**config.mk**
```make
export PLATFORM = sky130hd
export DESIGN_NAME = ppbc_queue
export DESIGN_NICKNAME = d
export VERILOG_FILES = /design/src/sv/ppbc_pkg.sv /design/src/sv/ppbc_queue.sv
export SDC_FILE = /design/constraint.sdc
export NUM_CORES = 1
export LEC_CHECK = 0
export CORE_ASPECT_RATIO = 1.4
export CORE_MARGIN = 3
export CORE_UTILIZATION = 35
export DETAILED_ROUTE_END_ITERATION = 8
export DONT_BUFFER_PORTS = 1
export RECOVER_POWER = 25
export SLEW_MARGIN = 20
export SYNTH_ARGS = -nofsm -noshare
export SYNTH_HDL_FRONTEND = slang
export SYNTH_SLANG_ARGS = --single-unit
```
**constraint.sdc**
```tcl
create_clock -name clock -period 2.8 [get_ports clock]
set_clock_uncertainty 0.15 [all_clocks]
set_input_delay 0.28 -clock clock [delete_from_list [all_inputs] [get_ports clock]]
set_output_delay 0.28 -clock clock [all_outputs]
set_load 0.05 [all_outputs]
```
**src/sv/ppbc_pkg.sv**
```systemverilog
// ppbc_pkg: shared types and constants for the ping-pong bit capture block.
// Used by every module under ping_pong_bit_capture_top; depends on nothing.

package ppbc_pkg;

   // Item function codes carried on req_tuser
   typedef enum logic [1:0] {
      FUNC_TICK    = 2'd0,
      FUNC_READ    = 2'd1,
      FUNC_RELEASE = 2'd2,
      FUNC_NOP     = 2'd3
   } func_type;

   // Configuration register indexes
   typedef enum logic {
      CSR_CHANNEL_COUNT      = 1'b0,
      CSR_SAMPLES_PER_BUFFER = 1'b1
   } csr_index_type;

   localparam int FUNC_W        = 2;
   localparam int PIN_W         = 8;
   localparam int READ_INDEX_W  = 10;
   localparam int SEQ_W         = 32;
   localparam int CHAN_COUNT_W  = 4;
   localparam int SPB_W         = 11;
   localparam int CSR_INDEX_W   = 1;
   localparam int CSR_DATA_W    = 11;

   localparam logic [CHAN_COUNT_W-1:0] RESET_CHANNEL_COUNT = 4'd8;
   localparam logic [SPB_W-1:0]        RESET_SPB           = 11'd1024;

   localparam int REQ_DATA_W  = 24;
   localparam int RSP_DATA_W  = 48;

   // Result queue between the control front and the output port
   localparam int QUEUE_DEPTH = 4;
   localparam int QUEUE_PTR_W = 2;
   localparam int QUEUE_LVL_W = 3;

   // Memory operation issued by the front for one item
   typedef struct packed {
      logic write;
      logic read;
   } mem_op_type;

   // Status of one item, registered alongside the memory read
   typedef struct packed {
      logic             half_completed;
      logic             read_hit;
      logic [SEQ_W-1:0] ready_sequence;
      logic             any_ready;
   } status_type;

   // One result transaction, packed highest field first (any_ready at bit 0)
   typedef struct packed {
      logic             half_completed;
      logic [PIN_W-1:0] read_data;
      logic [SEQ_W-1:0] ready_sequence;
      logic             any_ready;
   } result_type;

endpackage

```
**src/sv/ppbc_queue.sv**
```systemverilog
// ppbc_queue: short result queue feeding the rsp channel, so the front keeps
// taking items while results wait. Uses ppbc_pkg for result_type.

module ppbc_queue
   import ppbc_pkg::*;
(
   input  logic                   clock,
   input  logic                   reset,
   input  logic                   push,
   input  result_type             push_data,
   input  logic                   pop_ready,
   output logic                   out_valid,
   output result_type             out_data,
   output logic [QUEUE_LVL_W-1:0] level_ff
);

   result_type             entry_ff [QUEUE_DEPTH];
   logic [QUEUE_PTR_W-1:0] wr_ptr_ff, wr_ptr_in;
   logic [QUEUE_PTR_W-1:0] rd_ptr_ff, rd_ptr_in;
   logic [QUEUE_LVL_W-1:0] level_in;
   logic                   pop;

   assign out_valid = (level_ff != '0);
   assign out_data  = entry_ff[rd_ptr_ff];
   assign pop       = out_valid && pop_ready;

   // Pointer and fill level update
   always_comb begin
      wr_ptr_in = push ? wr_ptr_ff + QUEUE_PTR_W'(1) : wr_ptr_ff;
      rd_ptr_in = pop  ? rd_ptr_ff + QUEUE_PTR_W'(1) : rd_ptr_ff;
      level_in  = level_ff + QUEUE_LVL_W'(push) - QUEUE_LVL_W'(pop);
   end

   always_ff @(posedge clock) begin
      if (reset) begin
         wr_ptr_ff <= '0;
         rd_ptr_ff <= '0;
         level_ff  <= '0;
      end else begin
         wr_ptr_ff <= wr_ptr_in;
         rd_ptr_ff <= rd_ptr_in;
         level_ff  <= level_in;
      end
   end

   // Entry storage
   always_ff @(posedge clock) begin
      if (push) begin
         entry_ff[wr_ptr_ff] <= push_data;
      end
   end

endmodule

```
### Yosys cells after proc, flatten, opt, wreduce, memory -nomap -nowiden

Memory sizes are Yosys's and may differ from the RTL's. A register that Yosys moved wholly into a read port is not among the register bits.
Index checks and enable logic that the tools add are counted.

| operators by class | value |
|---|---|
| add/sub/neg operators | 4 |
| eq/ne operators | 0 |
| shift operators | 0 |
| multipliers | 0 |
| reduce and logical (&&, ||, !) cells | 2 |
| muxes and demuxes | 4 |
| divide/modulo/power cells | 0 |
| bitwise gates (word level) | 0 |
| magnitude comparators | 0 |

Operator list:

| operator | number |
|---|---|
| 2-bit by 1-bit adder with 2-bit output (second input constant) | 2 |
| 2-bit two-way mux | 2 |
| 3-bit by 1-bit adder with 3-bit output | 1 |
| 3-bit nonzero test | 1 |
| 3-bit by 1-bit subtractor with 3-bit output | 1 |
| 1-bit two-way mux | 2 |
| 1-bit logical AND | 1 |

| storage, ports and cells | value |
|---|---|
| output and inout port bits | 46 |
| bits in writable memories | 168 |
| register bits after elaboration | 7 |
| bits of input ports | 46 |
| latch bits | 0 |
| bits in read-only memories | 0 |
| memories kept | 1 |

Memories:

| memory | depth | bits a word | rd ports | clocked after memory_dff | write ports | RTL line | source |
|---|---|---|---|---|---|---|---|
| entry_ff | 4 | 42 | 1 | 1 | 1 | ppbc_queue.sv:17 | `result_type entry_ff [QUEUE_DEPTH];` |

### Logic depth before layout (Yosys ltp)

Gate-level depths: netlist of the first run.

| logic depth | value |
|---|---|
| depth in word-level cells | 4 |
| depth in mapped cells | 7 |

### Worst setup path after synthesis of the first run

Ideal clock, no wire load.

| timing path | value |
|---|---|
| path kind | register to register |
| start point | reg level_ff[1] |
| end point | reg level_ff[2] |
| data required time | 2.524 ns |
| path slack | 0.575 ns |
| clock period less this slack | 2.225 ns |
| buffers on the path | 0 |
| arrival | 1.949 ns |
| stages on the path, launching flop included | 8 |
| path through | dfxtp_1 -> o31a_1 -> ha_1 -> inv_1 -> ha_1 -> fa_1 -> xor3_1 -> nor2_1 |

| on the way | value |
|---|---|
| longest elaborated chain between the ends | 3 |
| elaborated cells on any way between the ends | 4 |
| those cells by class | add/sub (2); reduce/logical (2) |

Ends and longest elaborated chain:

| what | RTL line | source |
|---|---|---|
| start, declared | ppbc_queue.sv:14 | `output logic [QUEUE_LVL_W-1:0] level_ff` |
| start signal, assigned | ppbc_queue.sv:42 | `level_ff <= level_in;` |
| 3-bit nonzero test | ppbc_queue.sv:23 | `assign out_valid = (level_ff != '0);` |
| 1-bit logical AND | ppbc_queue.sv:25 | `assign pop = out_valid && pop_ready;` |
| named net pop | ppbc_queue.sv:21 | `logic pop;` |
| 3-bit by 1-bit subtractor with 3-bit output | ppbc_queue.sv:31 | `level_in = level_ff + QUEUE_LVL_W'(push) - QUEUE_LVL_W'(pop);` |

The timed path passes the listed nets, and every way through them passes these cells.
A chain may end at the register's enable or synchronous reset.

==> results of run 1 <==
layout by cell type (no fill, tap or decap), drive strengths merged, types with 2 or more instances in the layout:
| master | count |
|---|---|
| edfxtp | 168 |
| buf | 11 |
| clkinvlp | 4 |
| mux4 | 42 |
| clkbuf | 19 |
| nor2b | 4 |
| inv | 9 |
| ha | 6 |
| clkinv | 5 |
| dfxtp | 9 |
| dlygate4sd3 | 44 |
| and2 | 4 |
| nor2 | 5 |
| mux2 | 3 |
| diode | 2 |
power by group:
group / leakage, uW / total (uW) / switching (uW) / internal (uW)
clock: 0.000257 / 2180 / 952 / 1220
sequential: 0.00162 / 3210 / 146 / 3060
combinational: 0.000623 / 1660 / 1140 / 520
total: 0.00250 / 7040 / 2240 / 4800
per-stage QoR:
stage / util (%) / hold WS [ns] / worst slack [ns] / total power (uW) / instance area (sq um)
5_1_grt: 43.2 / 0.0627 / 0.158 / 7360 / 7870
2_1_floorplan: - / 0.229 / 0.575 / 4740 / 6580
3_3_place_gp: 37.8 / 0.203 / 0.579 / 4870 / 6880
4_1_cts: 43.2 / 0.0171 / 0.246 / 7160 / 7870
6_report: 43.2 / 0.0366 / 0.343 / 7040 / 7870
3_5_place_dp: 37.8 / 0.206 / 0.548 / 4890 / 6880
cells by family after synthesis:
family,synth area share [%]
flip-flops,79.4
multiplexers,15.1
buffers and inverters,2.15
AND/OR/NAND/NOR,1.14
adder cells (fa/ha/maj),1.44
AO/OA/AOI/OAI,0.266
XOR/XNOR,0.494
flip-flops by register name, summed over array words and instances (netlist names), named ones only:
name / count
entry_ff: 168
wr_ptr_ff: 2
level_ff: 3
rd_ptr_ff: 2
per-layer routing:
layer | vias up | routed length, um | track usage, %
li1 | 1242 | - | -
met5 | - | 0 | 0
met2 | 71 | 6370 | 21.4
met4 | 0 | 200 | 4.83
met1 | 1484 | 4350 | 13.2
met3 | 12 | 624 | 4.23
layout make-up:
class	count	area, sq um
antenna	2	5.00
clock buffer	19	433
clock inverter	13	111
fill	1554	10300
inverter	6	22.5
multi-input combinational	71	1220
sequential	177	5230
tap	240	300
timing repair buffer	55	548
worst paths after layout:
kind	from	to
min	pop_ready	rd_ptr_ff[1]
max reg2reg	level_ff[0]	level_ff[2]
min reg2reg	wr_ptr_ff[1]	wr_ptr_ff[1]
max	register	out_data[17]
critical path, cell delays in order, from the launching register on:
cell and delay (ns):
dfxtp_4 0.63, buf_4 0.28, mux4_2 0.69
==> reports/qor.txt, run 1 <==
==================================================================================
Detailed-route DRC error count                                                   0
Max Freq                                                                   407 MHz
Post-CTS Hold Buffers                                                           44
Arrival time at the worst endpoint                                         2.03 ns
Share of the synthesized area in the top cell type                           76.6%
Worst EP required                                                          2.37 ns
Std cell rows                                                                   58
Worst-case vdd ir drop                                                  0.000601 V
CTS HTree Levels                                                                 4
Total negative setup slack                                                    0 ns
Clock tree from TritonCTS                                                      yes
Largest net degree at the start of global routing                               43
Warning count from the yosys run                                                 0
Final routed wire length divided by cell count                             19.8 um
Share of the clock period used by the worst path after layout                87.7%
Detailed Route WL                                                        11,500 um
Skew-Pair Late Insertion Delay                                             0.41 ns
Category of the critical setup timing path                            register to output pin
Number of cells traversed by the worst register-to-register path                 7
Gates resized, CTS repair                                                        0
Port-buffer cells                                                                0
Die Footprint                                                         0.0205 sq mm
Clock buffer count from CTS                                                     17
Die span in x                                                               122 um
Synthesized netlist net count                                                  318
Total power per unit cell area                                         894 mW/mm^2
Top cells by count, synth                                             edfxtp_1 (168), mux4_2 (40), dfxtp_1 (9)
Die extent in y                                                             168 um
Distinct cell type count of the synthesized netlist                             21
Share of final-layout standard cells stronger than drive strength 1          25.8%
Dominant cells by area after synthesis                                edfxtp_1 (77%), mux4_2 (14%), dfxtp_1 (2.7%)
Vias/cell                                                                     4.82
Worst Setup Start Kind                                                    register
RSZ-0062 raised after global routing                                            no
Final Slew Violations                                                            0
Half-perimeter wire length of the detailed placement result                6860 um
Register bit count reported by yosys                                           177
Slew at the pin closest to its max-slew limit                             0.672 ns
Min-delay worst type                                                  input port to register
Number of nets in the layout                                                   381
Vias in the first global route                                               3,121
Synth-to-layout area growth                                                  19.6%
Netlist area before placement                                         0.00658 sq mm
Initial Utilization                                                          36.1%
Maximum Capacitance Violations                                                   0
Final count of hold timing violations                                            0
Initial antenna violation count                                                  2
Status                                                                complete, no violations
Placed Cells incl. Taps                                                        505
EDFF count, synth                                                              168
Worst relative slew slack                                                    55.2%
CTS max path bufs                                                                2
Buffer cell driving the clock tree root                                  clkbuf_16
Finished Layout Cells                                                          583
Post-synth top flop                                                       edfxtp_1
Most frequently used cell type in the post-synthesis netlist              edfxtp_1
Post-CTS setup repair buffer count                                               0
Share of synthesized registers carrying an async set or reset                   0%
Library cell with the largest summed area after synthesis                 edfxtp_1
Largest fanout on the critical path                                             20
Number of nets with antenna violations after routing                             0
Aggregate global-route resource usage                                        12.1%
Pleak                                                                   0.00250 uW
Register-to-register path setup slack                                      0.52 ns
Core area                                                             0.0182 sq mm
Number of vias after detailed routing                                        2,809
Sequential-to-total area share from yosys stat                               79.4%
Count of clock tree sinks                                                      177
Clock-pin transition on the worst setup and hold timing paths              0.07 ns
First-pass GRT wire length                                               18,100 um
Top-level I/O count                                                             92
Gate count of the mapped netlist                                               265
DR iter-0 viols                                                                194
Post-Syn Area per Cell                                                  24.8 sq um
First-pass DRT Iterations                                                        4
Critical Path End Type                                                  output pin
Final setup viols                                                                0
Min cycle time layout                                                      2.46 ns
Remaining global-route overflow                                                  0
RePlAce Congestion                                                           0.679
Count of cells along the worst hold path                                         2
==================================================================================
Power figures use the tool's default switching activity.
==> inputs of run 2 (changes only) <==
--- a/config.mk
+++ b/config.mk
@@ -5,6 +5,7 @@
 export SDC_FILE = /design/constraint.sdc
 export NUM_CORES = 1
 export LEC_CHECK = 0
+export ABC_AREA = 1
 export CORE_ASPECT_RATIO = 1.4
 export CORE_MARGIN = 3
 export CORE_UTILIZATION = 35
==> run 2 against run 1 <==
Net effect:
- hold slack improved by 0.14 ns
- final area grew 6.4%
- cell count grew 41%
- critical path type unchanged
- die area up 1.3%
- largest power group unchanged
- wire length rose by 25%
- clock power grew 11%
- area after synthesis rose by 1.4%
==> reports/qor.txt, run 2 <==
==================================================================================
Half-perimeter wire length of the detailed placement result                8690 um   +27%
Category of the critical setup timing path                            register to output pin
Core area                                                             0.0187 sq mm   +2.5%
Worst relative slew slack                                                    61.4%   +6.1 points
RSZ-0062 raised after global routing                                            no
Final setup viols                                                                0   unchanged
Synthesized netlist net count                                                  520   +64%
Min cycle time layout                                                      2.35 ns   -0.103 ns
Total negative setup slack                                                    0 ns   unchanged
CTS max path bufs                                                                2   unchanged
Status                                                                complete, no violations
Die Footprint                                                         0.0208 sq mm   +1.3%
Simple-gate share of the synthesized area                                    5.94%   +4.8 points
Post-synth top flop                                                       edfxtp_1
Std cell rows                                                                   59   +1.7%
RePlAce Congestion                                                           0.745   +9.8%
Multiplexer share of the synthesized area                                       0%   -15 points
EDFF count, synth                                                              168   unchanged
Min-delay worst type                                                  input port to register
Gate count of the mapped netlist                                               467   +76%
Aggregate global-route resource usage                                        14.4%   +2.2 points
Detailed Route WL                                                        14,400 um   +25%
Clock buffer count from CTS                                                     17   unchanged
Synth Area in XOR/XNOR                                                          0%   -0.49 points
Final count of hold timing violations                                            0   unchanged
Most frequently used cell type in the post-synthesis netlist              edfxtp_1
Port-buffer cells                                                                0   unchanged
Register-to-register path setup slack                                      0.54 ns   +0.02 ns
Skew-Pair Late Insertion Delay                                             0.42 ns   about the same
Number of nets in the layout                                                   616   +62%
Flip-flop count of the largest register, all copies and words added            168   unchanged
Total non-filler cell area in the finished layout                     0.00838 sq mm   +6.4%
Reg-to-reg endpoint                                                    level_ff[0]
Commonest non-fill, non-tap cell in the layout                            edfxtp_1
Initial antenna violation count                                                  1   -1
Most frequent cells in the layout                                     edfxtp_1 (168), nor2_1 (91), o21ai_0 (64)
Initial Utilization                                                          35.7%   -0.40 points
Die extent in y                                                             169 um   +0.67%
Post-CTS setup repair buffer count                                               0   unchanged
Share of the clock period used by the worst path after layout                84.0%   -3.7 points
Max Freq                                                                   425 MHz   +4.4%
CTS HTree Levels                                                                 4   unchanged
Maximum Capacitance Violations                                                   0   unchanged
Number of vias after detailed routing                                        4,101   +46%
Worst EP required                                                          2.37 ns   about the same
Top cells by count, synth                                             edfxtp_1 (168), nor2_1 (91), o21ai_0 (64)
Share of the synthesized area in the top cell type                           75.6%   -1.0 points
Remaining global-route overflow                                                  0   unchanged
Post-CTS Hold Buffers                                                           46   +4.5%
Vias in the first global route                                               4,423   +42%
Final routed wire length divided by cell count                             17.5 um   -12%
Synth-to-layout area growth                                                  25.5%
Largest reg by FF count                                                   entry_ff
Buffer cell driving the clock tree root                                  clkbuf_16
Sequential-to-total area share from yosys stat                               78.3%   -1.1 points
Share of final-layout standard cells stronger than drive strength 1          16.1%   -9.7 points
First-pass GRT wire length                                               22,400 um   +24%
Top Registers                                                         entry_ff (168), level_ff (3)
Fraction of the mapped netlist area in compound gates                        10.9%   +11 points
Synth Area in Adders                                                         1.42%   -0.020 points
Number of cells traversed by the worst register-to-register path                 9   +2
Share of synthesized registers carrying an async set or reset                   0%   unchanged
Distinct cell type count of the synthesized netlist                             17   -19%
Pleak                                                                   0.00292 uW   +17%
Final Slew Violations                                                            0   unchanged
Largest family of logic cells by synthesized area                     compound AO/OA/AOI/OAI gates
R2R Path Start                                                         level_ff[1]
Detailed-route DRC error count                                                   0   unchanged
Die span in x                                                               123 um   +0.66%
First-pass DRT Iterations                                                        4   unchanged
Slew at the pin closest to its max-slew limit                             0.578 ns   -0.0936 ns
Netlist area before placement                                         0.00668 sq mm   +1.4%
Largest net degree at the start of global routing                               51   +19%
Vias/cell                                                                     5.00   +3.7%
Top-level I/O count                                                             92   unchanged
Worst-case vdd ir drop                                                  0.000603 V   +0.39%
Placed instance area                                                  0.00731 sq mm   +6.2%
Worst Setup Start Kind                                                    register
Gates resized, CTS repair                                                        0   unchanged
Dominant cells by area after synthesis                                edfxtp_1 (76%), nor2_1 (5.1%), o21ai_0 (4.8%)
Register bit count reported by yosys                                           177   unchanged
Number of nets with antenna violations after routing                             0   unchanged
Worst hold start                                                              push
Hold endpoint                                                          level_ff[1]
Clock-pin transition on the worst setup and hold timing paths              0.07 ns   about the same
Warning count from the yosys run                                                 0   unchanged
WHS                                                                       0.182 ns   +0.145 ns
Library cell with the largest summed area after synthesis                 edfxtp_1
Critical Path End Type                                                  output pin
Count of clock tree sinks                                                      177   unchanged
Count of cells along the worst hold path                                         4   +2
Arrival time at the worst endpoint                                         1.92 ns   -0.11 ns
Post-Syn Area per Cell                                                  14.3 sq um   -42%
DR iter-0 viols                                                                183   -5.7%
Largest fanout on the critical path                                             20   unchanged
Total power per unit cell area                                         951 mW/mm^2   +6.4%
Clock tree from TritonCTS                                                      yes
==================================================================================
## run 2: worst max-delay path by stage
stage / depth (start not counted) / end / slack, ns / startpoint
finish: 5 / out_data[27] / 0.45 / register
global route: 5 / out_data[1] / 0.30 / register
CTS: 5 / out_data[1] / 0.39 / register
detailed placement: 9 / level_ff[2] / 0.66 / level_ff[1]
global placement: 9 / level_ff[2] / 0.78 / level_ff[1]
floorplan: 8 / level_ff[1] / 0.70 / level_ff[1]
## run 2: final cells by class
type	count	area, sq um
timing repair buffer	103	951
sequential	177	5230
tap	244	305
inverter	18	67.6
multi-input combinational	246	1220
clock inverter	15	181
antenna	1	2.50
fill	1640	10300
clock buffer	17	425
## run 2: layer usage
metal  track usage [%]  part of all wire [%]
met1              15.7                    40
met5                 0                     0
met4              6.97                   2.2
met3              4.13                   4.6
met2              25.3                    54
## run 2: worst max-delay path, stage by stage (launching register included)
cell     delay (ns)
dfxtp_2        0.33
inv_2          0.30
buf_4          0.33
nor2_1         0.07
o22ai_1        0.22
buf_4          0.24
## run 2: stage by stage
stage / power, uW / util [%] / std cells / setup WS (ns)
2_1_floorplan: 4890 / - / 467 / 0.701
3_3_place_gp: 5490 / 39.1 / 742 / 0.780
3_5_place_dp: 5560 / 39.1 / 742 / 0.661
4_1_cts: 8040 / 44.8 / 820 / 0.391
5_1_grt: 8320 / 44.9 / 821 / 0.304
6_report: 7970 / 44.9 / 821 / 0.447
## run 2: power breakdown
part | internal [uW] | total, uW | switching, uW
combinational | 679 | 2470 | 1790
clock | 1410 | 2410 | 994
sequential | 3040 | 3090 | 46.9
total | 5140 | 7970 | 2840
## run 2: cell families after synthesis
logic type	count (synthesis)
simple gates	105
fa+ha+maj	7
flops	177
buf+inv	44
compound gates	134
