==> config.mk <==
export PLATFORM = sky130hd
export DESIGN_NAME = ppbc_front
export DESIGN_NICKNAME = d
export VERILOG_FILES = /design/src/sv/ppbc_pkg.sv /design/src/sv/ppbc_front.sv
export SDC_FILE = /design/constraint.sdc
export NUM_CORES = 1
export LEC_CHECK = 0
export BUFFER_PORTS_ARGS = -buffer_cell sky130_fd_sc_hd__buf_2
export CELL_PAD_IN_SITES_DETAIL_PLACEMENT = 0
export CELL_PAD_IN_SITES_GLOBAL_PLACEMENT = 2
export CORE_MARGIN = 5
export CORE_UTILIZATION = 39
export DETAILED_ROUTE_END_ITERATION = 10
export HOLD_SLACK_MARGIN = 0.15
export PLACE_DENSITY_LB_ADDON = 0.1
export SLEW_MARGIN = 0
export SYNTH_ARGS = -nofsm -noshare
export SYNTH_HDL_FRONTEND = slang
export SYNTH_SLANG_ARGS = --single-unit
==> constraint.sdc <==
create_clock -name clock -period 9.1 [get_ports clock]
set_clock_uncertainty 0.1 [all_clocks]
set_input_delay 1.82 -clock clock [delete_from_list [all_inputs] [get_ports clock]]
set_output_delay 1.82 -clock clock [all_outputs]
set_load 0.02 [all_outputs]
==> src/sv/ppbc_pkg.sv <==
// ppbc_pkg: shared types and constants for the ping-pong bit capture block.
// Used by every module under ping_pong_bit_capture_top; depends on nothing.

package ppbc_pkg;

   // Item function codes carried on req_tuser
   typedef enum logic [1:0] {
      FUNC_TICK    = 2'd0,
      FUNC_READ    = 2'd1,
      FUNC_RELEASE = 2'd2,
      FUNC_NOP     = 2'd3
   } func_type;

   // Configuration register indexes
   typedef enum logic {
      CSR_CHANNEL_COUNT      = 1'b0,
      CSR_SAMPLES_PER_BUFFER = 1'b1
   } csr_index_type;

   localparam int FUNC_W        = 2;
   localparam int PIN_W         = 8;
   localparam int READ_INDEX_W  = 10;
   localparam int SEQ_W         = 32;
   localparam int CHAN_COUNT_W  = 4;
   localparam int SPB_W         = 11;
   localparam int CSR_INDEX_W   = 1;
   localparam int CSR_DATA_W    = 11;

   localparam logic [CHAN_COUNT_W-1:0] RESET_CHANNEL_COUNT = 4'd8;
   localparam logic [SPB_W-1:0]        RESET_SPB           = 11'd1024;

   localparam int REQ_DATA_W  = 24;
   localparam int RSP_DATA_W  = 48;

   // Result queue between the control front and the output port
   localparam int QUEUE_DEPTH = 4;
   localparam int QUEUE_PTR_W = 2;
   localparam int QUEUE_LVL_W = 3;

   // Memory operation issued by the front for one item
   typedef struct packed {
      logic write;
      logic read;
   } mem_op_type;

   // Status of one item, registered alongside the memory read
   typedef struct packed {
      logic             half_completed;
      logic             read_hit;
      logic [SEQ_W-1:0] ready_sequence;
      logic             any_ready;
   } status_type;

   // One result transaction, packed highest field first (any_ready at bit 0)
   typedef struct packed {
      logic             half_completed;
      logic [PIN_W-1:0] read_data;
      logic [SEQ_W-1:0] ready_sequence;
      logic             any_ready;
   } result_type;

endpackage

==> src/sv/ppbc_front.sv <==
// ppbc_front: accepts items, holds configuration and buffer bookkeeping,
// classifies each item and issues its sample memory operation. Uses ppbc_pkg.

module ppbc_front
   import ppbc_pkg::*;
#(
   parameter int HALF_DEPTH   = 1024,
   parameter int MAX_CHANNELS = 8,
   localparam int PW = (HALF_DEPTH > 1) ? $clog2(HALF_DEPTH) : 1,
   localparam int AW = $clog2(2 * HALF_DEPTH)
) (
   input  logic                    clock,
   input  logic                    reset,
   input  logic                    csr_we,
   input  logic [CSR_INDEX_W-1:0]  csr_index,
   input  logic [CSR_DATA_W-1:0]   csr_wdata,
   input  logic                    item_accept,
   input  logic [FUNC_W-1:0]       item_func,
   input  logic [PIN_W-1:0]        item_pins,
   input  logic [READ_INDEX_W-1:0] item_read_index,
   output mem_op_type              mem_op,
   output logic [AW-1:0]           mem_addr,
   output logic [PIN_W-1:0]        mem_wdata,
   output logic                    stat_valid_ff,
   output status_type              stat_ff
);

   // Compare width: holds position + 1 and the clamped buffer size
   localparam int CW = (PW + 1 > SPB_W) ? PW + 1 : SPB_W;
   localparam logic [CW-1:0] HALF_DEPTH_C = CW'(HALF_DEPTH);
   localparam logic [CHAN_COUNT_W-1:0] MAX_CHAN_C = CHAN_COUNT_W'(MAX_CHANNELS);

   logic [CHAN_COUNT_W-1:0] chan_count_ff, chan_count_in;
   logic [SPB_W-1:0]        spb_ff, spb_in;
   logic [PW-1:0]           wpos_ff, wpos_in;
   logic                    active_ff, active_in;
   logic [SEQ_W-1:0]        next_seq_ff, next_seq_in;
   logic [1:0]              ready_ff, ready_in;
   logic [SEQ_W-1:0]        half_seq_ff [2];
   logic [SEQ_W-1:0]        half_seq_in [2];
   logic                    stat_valid_in;
   status_type              stat_in;

   logic [CW-1:0]           spb_x;
   logic [CW-1:0]           eff_size;
   logic [CW-1:0]           tick_pos;
   logic                    tick_done;
   logic                    index_ok;
   logic [CHAN_COUNT_W-1:0] chan_eff;
   logic [PIN_W-1:0]        line_mask;
   logic [AW-1:0]           wr_addr;
   logic [AW-1:0]           rd_addr;

   // Configuration writes
   always_comb begin
      chan_count_in = chan_count_ff;
      spb_in        = spb_ff;
      if (csr_we) begin
         unique case (csr_index_type'(csr_index))
            CSR_CHANNEL_COUNT:      chan_count_in = csr_wdata[CHAN_COUNT_W-1:0];
            CSR_SAMPLES_PER_BUFFER: spb_in        = csr_wdata[SPB_W-1:0];
            default:                ;
         endcase
      end
   end

   // Effective half size: zero acts as one, clamp to the half depth
   assign spb_x     = CW'(spb_ff);
   assign eff_size  = (spb_x == '0) ? CW'(1) :
                      ((spb_x > HALF_DEPTH_C) ? HALF_DEPTH_C : spb_x);
   assign tick_pos  = CW'(wpos_ff) + CW'(1);
   assign tick_done = (tick_pos >= eff_size);
   assign index_ok  = (CW'(item_read_index) < eff_size);

   // Line mask from the saturated channel count
   assign chan_eff = (chan_count_ff > MAX_CHAN_C) ? MAX_CHAN_C : chan_count_ff;
   always_comb begin
      for (int i = 0; i < PIN_W; i++) begin
         line_mask[i] = (CHAN_COUNT_W'(i) < chan_eff);
      end
   end

   // Store addresses: half 1 sits above half 0
   assign wr_addr   = (active_ff ? AW'(HALF_DEPTH) : '0) + AW'(wpos_ff);
   assign rd_addr   = (ready_ff[0] ? '0 : AW'(HALF_DEPTH)) + AW'(item_read_index);
   assign mem_wdata = item_pins & line_mask;

   // Item classification and bookkeeping update
   always_comb begin
      wpos_in        = wpos_ff;
      active_in      = active_ff;
      next_seq_in    = next_seq_ff;
      ready_in       = ready_ff;
      half_seq_in[0] = half_seq_ff[0];
      half_seq_in[1] = half_seq_ff[1];
      mem_op         = '0;
      mem_addr       = wr_addr;
      stat_in        = '0;
      if (item_accept) begin
         unique case (func_type'(item_func))
            FUNC_TICK: begin
               mem_op.write = 1'b1;
               if (tick_done) begin
                  half_seq_in[active_ff] = next_seq_ff;
                  next_seq_in            = next_seq_ff + SEQ_W'(1);
                  ready_in[active_ff]    = 1'b1;
                  active_in              = ~active_ff;
                  wpos_in                = '0;
                  stat_in.half_completed = 1'b1;
               end else begin
                  wpos_in = tick_pos[PW-1:0];
               end
            end
            FUNC_READ: begin
               if ((|ready_ff) && index_ok) begin
                  mem_op.read      = 1'b1;
                  mem_addr         = rd_addr;
                  stat_in.read_hit = 1'b1;
               end
            end
            FUNC_RELEASE: begin
               if (ready_ff[0]) begin
                  ready_in[0] = 1'b0;
               end else begin
                  ready_in[1] = 1'b0;
               end
            end
            default: ;
         endcase
      end
      // Status after the item: first ready half, half 0 before half 1
      stat_in.any_ready      = |ready_in;
      stat_in.ready_sequence = ready_in[0] ? half_seq_in[0] :
                               (ready_in[1] ? half_seq_in[1] : '0);
   end

   assign stat_valid_in = item_accept;

   // Control state
   always_ff @(posedge clock) begin
      if (reset) begin
         chan_count_ff  <= RESET_CHANNEL_COUNT;
         spb_ff         <= RESET_SPB;
         wpos_ff        <= '0;
         active_ff      <= 1'b0;
         next_seq_ff    <= '0;
         ready_ff       <= '0;
         half_seq_ff[0] <= '0;
         half_seq_ff[1] <= '0;
         stat_valid_ff  <= 1'b0;
      end else begin
         chan_count_ff  <= chan_count_in;
         spb_ff         <= spb_in;
         wpos_ff        <= wpos_in;
         active_ff      <= active_in;
         next_seq_ff    <= next_seq_in;
         ready_ff       <= ready_in;
         half_seq_ff[0] <= half_seq_in[0];
         half_seq_ff[1] <= half_seq_in[1];
         stat_valid_ff  <= stat_valid_in;
      end
   end

   // Status payload, lines up with the registered memory read
   always_ff @(posedge clock) begin
      stat_ff <= stat_in;
   end

endmodule

Yosys cells after proc, flatten, opt, wreduce, memory -nomap -nowiden:

Memories as Yosys holds them, arrays and structs flattened.
Index checks and enable logic that the tools add are counted.

* equal/unequal tests: 2
* add/sub/neg operators: 4
* bitwise operators: 7
* order comparisons: 16
* reductions and logical operators: 11
* mux-type cells: 33

Operators with widths (number)
* $mux 64: 3
* $mux 32: 5
* $mux 11: 7
* $bwmux 64: 1
* $add 32x1->32 const B: 1
* $demux 32 s1: 1
* $add 11x10->11: 2
* $lt 3x4->1 const A: 4
* $add 10x1->11 const B: 1
* $ge 11x11->1: 1
* $gt 11x11->1 const B: 1
* $logic_not 11->1: 1
* $lt 10x11->1: 1
* $mux 10: 1
* $mux 1: 9
* $and 8x8->8: 1
* $lt 1x4->1 const A: 2
* $lt 2x4->1 const A: 2
* $mux 2: 3
* $reduce_and 2->1: 3
* $gt 4x4->1 const B: 1
* $mux 4: 1
* $pmux 2 s2: 1
* $reduce_or 2->1: 2
* other kinds (14): 18

* bits of input ports: 36
* register bits after elaboration: 96
* memories: 1
* RAM bits: 64
* word-level logic and storage cells: 85
* output and inout port bits: 57

Memories
* half_seq_ff: words 2, bits a word 32, rd ports 2, clocked after memory_dff 0, wr ports 2, RTL line ppbc_front.sv:39 `logic [SEQ_W-1:0] half_seq_ff [2];`

Depth between registers and ports, before layout:

Gate-level depths: netlist of the first run.

* depth in word-level cells: 11
* mapped depth: 15
* depth with buffers taken out: 12

Worst setup path before layout of the first run:

No wires, ideal clock.

* path kind: input to output
* from: input item_read_index[6]
* to: output mem_addr[10]
* required time: 7.180 ns
* stages on the path: 7
* setup slack: 3.681 ns
* arrival: 3.499 ns
* path through: ha_1 and3_1 nand2_1 a211oi_1 a21o_1 buf_1 mux2i_1

* cells in the longest elaborated chain, start to end: 5
* elaborated cells on any way between the ends: 6

RTL lines
* from (decl): RTL line ppbc_front.sv:20 `input logic [READ_INDEX_W-1:0] item_read_index,`
* $lt 10x11->1: RTL line ppbc_front.sv:73 `assign index_ok = (CW'(item_read_index) < eff_size);`
* $logic_and 1x1->1: RTL line ppbc_front.sv:115 `if ((|ready_ff) && index_ok) begin`
* $mux 11 (*): RTL line ppbc_front.sv:115
* $mux 11 (*): RTL line ppbc_front.sv:100 `unique case (func_type'(item_func))`
* $mux 11 (*): RTL line ppbc_front.sv:99 `if (item_accept) begin`
* to (decl): RTL line ppbc_front.sv:22 `output logic [AW-1:0] mem_addr,`

Mark *: on every way between the ends. The rest lies on a longest branch, timed or not.

Worst setup path in the final report of the first run:

* from: input item_read_index[8]
* to: output mem_addr[2]

* cells in the longest elaborated chain, start to end: 5

RTL lines (RTL line)
* $lt 10x11->1: ppbc_front.sv:73
* $logic_and 1x1->1: ppbc_front.sv:115
* $mux 11: ppbc_front.sv:115
* $mux 11: ppbc_front.sv:100
* $mux 11: ppbc_front.sv:99

No other way between the ends.

==> results of run 1 <==
==> registers in the layout (all words and copies together), names as in the netlist <==
name / flops
stat_ff: 35
stat_valid_ff: 1
chan_count_ff: 4
half_seq_ff: 64
next_seq_ff: 32
active_ff: 1
ready_ff: 2
spb_ff: 11
wpos_ff: 10
==> synthesized netlist by cell type (all sizes together), types with 14 or more instances <==
cell,instances
nand2,110
nor2,83
xnor2,27
nand3,16
a211oi,18
mux2,14
buf,26
mux2i,95
and2,27
inv,15
ha,22
clkbuf,30
a21oi,56
a2111oi,18
dfxtp,160
==> through the flow <==
stage | hold WS [ps] | worst slack, ps | cells | instance area (um^2)
after floorplan | 332 | 3680 | 815 | 7610
after global placement | 337 | 3510 | 1124 | 8200
after detailed placement | 342 | 3440 | 1124 | 8200
after CTS | 351 | 3430 | 1156 | 8770
after global routing | 377 | 3290 | 1156 | 8770
final | 350 | 3450 | 1156 | 8770
==> kinds of logic after synthesis <==
family          share of synthesized area [%]
fa+ha+maj                                3.61
xor+xnor                                 3.80
mux                                      14.6
buf+inv                                  4.68
flops                                    42.1
compound gates                           13.5
simple gates                             17.8
==> worst max-delay path, stage by stage <==
cell     delay, ps
buf_2          110
ha_1           300
a21oi_1        160
nor3b_1         70
nor4_1         240
o21ai_0        150
a21o_1         370
mux2_2         350
buf_2          160
==> power breakdown <==
group	leakage [nW]	switching (mW)	internal [mW]
Combinational	2.04	0.0486	0.0256
Clock	0.278	0.291	0.393
Sequential	1.29	0.00537	0.705
Total	3.61	0.345	1.12
==> cell type report <==
type | instances | area (um^2) | area share (%)
Multi-Input combinational cell | 583 | 4080 | 46.5
Inverter | 16 | 62.6 | 0.714
Clock buffer | 21 | 460 | 5.25
Sequential cell | 160 | 3200 | 36.5
Clock inverter | 11 | 105 | 1.20
Timing Repair Buffer | 100 | 523 | 5.97
Tap cell | 265 | 332 | 3.78
==> worst max-delay path by stage <==
| stage | endpoint | slack (ps) | cells after the start |
|---|---|---|---|
| after detailed placement | mem_addr[2] | 3440 | 9 |
| after global placement | mem_addr[2] | 3510 | 9 |
| after CTS | mem_addr[2] | 3430 | 9 |
| after global routing | mem_addr[2] | 3290 | 8 |
| after floorplan | mem_addr[10] | 3680 | 7 |
| final | mem_addr[2] | 3450 | 9 |
==> per-layer routing <==
metal / global-route usage (%) / vias to the layer above / share of wire (%)
met1: 22.6 / 2829 / 48
met5: 0 / - / 0
met3: 3.36 / 21 / 3.1
met4: 5.58 / 0 / 1.5
li1: - / 2949 / -
met2: 27.9 / 89 / 47
==> summary.md, run 1 <==
| Metric | Value |
|---|---|
| Drt total wl | `18,400 um` |
| N_diodes | `0` |
| Final antenna-violating net count | `0` |
| Buffers on Ports | `92` |
| Worst Hold Class | `flop to flop` |
| Layout cell share with drive strength beyond 1 | `19.9%` |
| Post-CTS Setup Bufs | `0` |
| Maximum vdd ir drop | `0.109 mV` |
| Pwr per Cell Area | `168 nW/um^2` |
| Crit Path Class | `primary input to primary output` |
| Hold path start | `half_seq_ff[0][43]` |
| CTS HTree Levels | `4` |
| Final Util | `45.3%` |
| Synthesized flop and latch total | `160` |
| Total I/O pin count | `93` |
| RSZ-0062 raised after global routing | `false` |
| Chip width | `150 um` |
| Vias in the first global route | `5,961` |
| Relative slew slack | `25.0%` |
| Latest clock arrival within the worst-skew pair | `420 ps` |
| Die H | `150 um` |
| Maximum fanout along the worst path | `13` |
| CTS tree | `yes` |
| DR iter-0 viols | `215` |
| Hold Path Depth | `2` |
| Area added between synthesis and finish | `15.1%` |
| CTS Buf Count | `17` |
| Initial Util | `39.4%` |
| Static Leakage | `3.61 nW` |
| Row Count | `51` |
| Root buf cell | `clkbuf_16` |
| Worst-margin pin slew | `1120 ps` |
| Wire per inst | `15.9 um` |
| EDFF count, synth | `0` |
| DRC viols | `0` |
| Max-cap viol count | `0` |
| Max Buffers Root-to-Sink | `2` |
| DRT Pass-1 Iters | `4` |
| Yosys warnings | `0` |
| Clk pin slew, worst setup/hold paths | `60 ps` |
| Area share of the largest cell type after synthesis | `42.1%` |
| Final setup viols | `0` |
| Async SR Flop Fraction | `0%` |
| Most frequent cells in the layout | `160 x dfxtp_1, 110 x nand2_1, 95 x mux2i_1` |
| Top area cells in the synthesized netlist | `dfxtp_1 42%, mux2i_1 12%, nand2_1 5.4%` |
| Initial antenna violation count | `0` |
| Synthesized cell area | `7610 um^2` |
| Reg2Reg Capture Point | `stat_ff[11]` |
| Final setup TNS | `0 ps` |
| Hold endpoint | `half_seq_ff[0][43]` |
| DR vias/cell | `5.09` |
| Startpoint types | `primary input` |
| Cells on worst reg2reg path | `14` |
| Total GRT Usage | `17.0%` |
| Final Cycle Share | `62.1%` |
| CP arrival | `3730 ps` |
| Post-Syn Area per Cell | `9.34 um^2` |
| Most common cell after layout, fill and taps aside | `dfxtp_1` |
| Post-synth cell types | `57` |
| DIE AREA | `22,400 um^2` |
| Main synth FF type | `dfxtp_1` |
| Max Clock Freq | `0.177 GHz` |
| Final-layout fill cell count | `1,885` |
| Power, Total | `1.47 mW` |
| Syn nets | `873` |
| Area leader, netlist | `dfxtp_1` |
| Core Region | `19,300 um^2` |
| Final RePlAce weighted congestion | `0.784` |
| Run status | `completed` |
| Mapped Cells | `815` |
| Worst Path Required | `7180 ps` |
| Sink Count | `160` |
| Nets | `936` |
| R2R Setup Slk | `3950 ps` |
| Crit path from | `item_read_index[8]` |
| Crit path capture type | `primary output` |
| Grt ovf | `0` |
| Crit path time final | `5650 ps` |
| Pin count of the biggest net entering global routing | `103` |
| Post-CTS Hold Fix Bufs | `0` |
| R2r startpoint | `wpos_ff[0]` |
| Via count | `5,888` |
| Final Max Tran Viols | `0` |
| CTS resizes | `0` |
| Seq/Total Area, Yosys | `42.1%` |
| Post-DP HPWL | `11,900 um` |
| Hold Vio Cnt, Final | `0` |
| First-pass GRT wire length | `30,400 um` |
(Power assumes the default switching activity.)
==> run 2: changes to the inputs <==
--- a/config.mk
+++ b/config.mk
@@ -9,7 +9,7 @@
 export CELL_PAD_IN_SITES_DETAIL_PLACEMENT = 0
 export CELL_PAD_IN_SITES_GLOBAL_PLACEMENT = 2
 export CORE_MARGIN = 5
-export CORE_UTILIZATION = 39
+export CORE_UTILIZATION = 36
 export DETAILED_ROUTE_END_ITERATION = 10
 export HOLD_SLACK_MARGIN = 0.15
 export PLACE_DENSITY_LB_ADDON = 0.1
==> constraint.sdc (replaced) <==
create_clock -name clock -period 5.7 [get_ports clock]
set_clock_uncertainty 0.1 [all_clocks]
set_input_delay 1.14 -clock clock [delete_from_list [all_inputs] [get_ports clock]]
set_output_delay 1.14 -clock clock [all_outputs]
set_load 0.02 [all_outputs]
==> run 2 against run 1 <==
  * Combinational power rose by 60%
  * Utilization shrank 3.2 points
  * Global-route usage shrank 1.3 points
  * Critical endpoint is now mem_addr[0]
  * Clock-buffer cell count shrank 1
  * Routed wire length is 1.7% higher
  * Worst hold slack lost 2.1 ps
  * Clock power grew 65%
  * Critical path type is now flop to primary output
==> summary.md, run 2 (same netlist as run 1, synthesis figures left out) <==
| Metric | Value |
|---|---|
| Run status | `completed` |
| Post-DP HPWL | `12,700 um` |
| Area added between synthesis and finish | `15.9%` |
| Reg power frac | `47.6%` |
| DIE AREA | `24,200 um^2` |
| Final Max Tran Viols | `0` |
| Buffers on Ports | `92` |
| M2 GR Usage | `25.6%` |
| Nets | `940` |
| Final Cycle Share | `82.5%` |
| Max-cap viol count | `0` |
| FF+latch area | `3200 um^2` |
| Pin count of the biggest net entering global routing | `78` |
| Largest Register | `half_seq_ff` |
| Final RePlAce weighted congestion | `0.761` |
| Post-CTS Hold Fix Bufs | `0` |
| Crit path time final | `4700 ps` |
| CTS Buf Count | `17` |
| Max Clock Freq | `0.213 GHz` |
| Pwr per Cell Area | `270 nW/um^2` |
| Initial Util | `36.3%` |
| DR vias/cell | `5.00` |
| Int Power | `1.81 mW` |
| Clk pin slew, worst setup/hold paths | `70 ps` |
| Crit path capture type | `primary output` |
| Layout cell share with drive strength beyond 1 | `20.4%` |
| DRT Pass-1 Iters | `4` |
| Final setup viols | `0` |
| Post-CTS Setup Bufs | `0` |
| Worst Path Required | `4460 ps` |
| Sink Count | `160` |
| Static Leakage | `3.63 nW` |
| Worst-margin pin slew | `1110 ps` |
| Most frequent cells in the layout | `160 x dfxtp_1, 110 x nand2_1, 95 x mux2i_1` |
| Worst Hold Slack | `347 ps` |
| Drt total wl | `18,700 um` |
| Max reg flops | `64` |
| First-pass GRT wire length | `30,800 um` |
| Most common cell after layout, fill and taps aside | `dfxtp_1` |
| Final setup TNS | `0 ps` |
| Wire per inst | `16.0 um` |
| Grt met3 use | `3.48%` |
| Worst Hold Class | `flop to flop` |
| Placement Setup Slack | `1280 ps` |
| Final worst slack | `996 ps` |
| Clk pwr share | `47.4%` |
| CTS tree | `yes` |
| Power, Total | `2.38 mW` |
| RSZ-0062 raised after global routing | `false` |
| Grt ovf | `0` |
| CP arrival | `3460 ps` |
| Gate power share | `5.0%` |
| Total I/O pin count | `93` |
| Crit Path Class | `flop to primary output` |
| CTS HTree Levels | `4` |
| Maximum vdd ir drop | `0.169 mV` |
| Latest clock arrival within the worst-skew pair | `420 ps` |
| Initial antenna violation count | `0` |
| Met1 usage | `21.0%` |
| Chip width | `155 um` |
| Core Region | `21,000 um^2` |
| Sw Share | `23.9%` |
| Root buf cell | `clkbuf_16` |
| Max Buffers Root-to-Sink | `2` |
| CTS resizes | `0` |
| Cell area after placement | `8240 um^2` |
| Relative slew slack | `26.2%` |
| Largest registers | `half_seq_ff (64), stat_ff (35), next_seq_ff (32)` |
| N_diodes | `0` |
| DR iter-0 viols | `256` |
| Area of the multi-input gates | `4070 um^2` |
| Die H | `155 um` |
| Most used routing layer | `met2` |
| Post-route cell area | `8820 um^2` |
| Row Count | `53` |
| Startpoint types | `flop` |
| Via count | `5,851` |
| Hold Vio Cnt, Final | `0` |
| Final antenna-violating net count | `0` |
| Maximum fanout along the worst path | `13` |
| DRC viols | `0` |
| Vias in the first global route | `5,911` |
| Switching power | `568 uW` |
| Total GRT Usage | `15.8%` |
| Final-layout fill cell count | `2,148` |
==> run 2: cell types whose count changed in the layout (fill, tap and decap cells not counted), sizes merged <==
cell	delta
clkinv	-5
buf	+4
clkinvlp	+3
inv	+3
clkbuf	-1
==> run 2: area by class of cell <==
class / instances / area share, %
Tap cell: 275 / 3.90
Multi-Input combinational cell: 583 / 46.2
Clock buffer: 20 / 5.29
Timing Repair Buffer: 104 / 6.27
Inverter: 16 / 0.709
Sequential cell: 160 / 36.3
Clock inverter: 12 / 1.36
==> run 2: layer usage <==
metal | routed length [um] | part of all wire (%) | up-vias
li1 | - | - | 2958
met1 | 9070 | 48 | 2788
met2 | 8750 | 47 | 89
met3 | 696 | 3.7 | 16
met4 | 215 | 1.1 | 0
met5 | 0 | 0 | -
==> run 2: path summary, 6_finish.rpt <==
path,slack [ps],cells after the start,endpoint,start
worst max register to register,1480,11,stat_ff[23],spb_ff[4]
worst min-delay path,350,2,half_seq_ff[0][48],half_seq_ff[0][48]
worst max-delay path,1000,11,mem_addr[0],spb_ff[4]
worst min register to register,350,2,half_seq_ff[0][48],half_seq_ff[0][48]
==> run 2: power by group through the flow <==
stage | clock [mW] | sequential [mW] | combinational (mW)
after global routing | 1.21 | 1.13 | 0.132
final | 1.13 | 1.13 | 0.119
after CTS | 1.16 | 1.13 | 0.121
after floorplan | 0 | 1.16 | 0.0835
after global placement | 0 | 1.16 | 0.119
after detailed placement | 0 | 1.16 | 0.120
==> run 2: per-stage QoR <==
step                utilization, %  instances
floorplan                        -        815
global route                  42.1       1170
detailed placement            39.3       1138
CTS                           42.1       1170
global placement              39.3       1138
finish                        42.1       1170
==> run 2: critical path, cell delays in order (launching register included) <==
cell	delay [ps]
dfxtp_1	330
nor4_1	330
nand3_1	140
o21ai_0	220
nand2_1	160
ha_1	320
and3_1	170
nand2_1	60
a211oi_1	220
a21o_1	510
mux2_2	420
buf_2	160
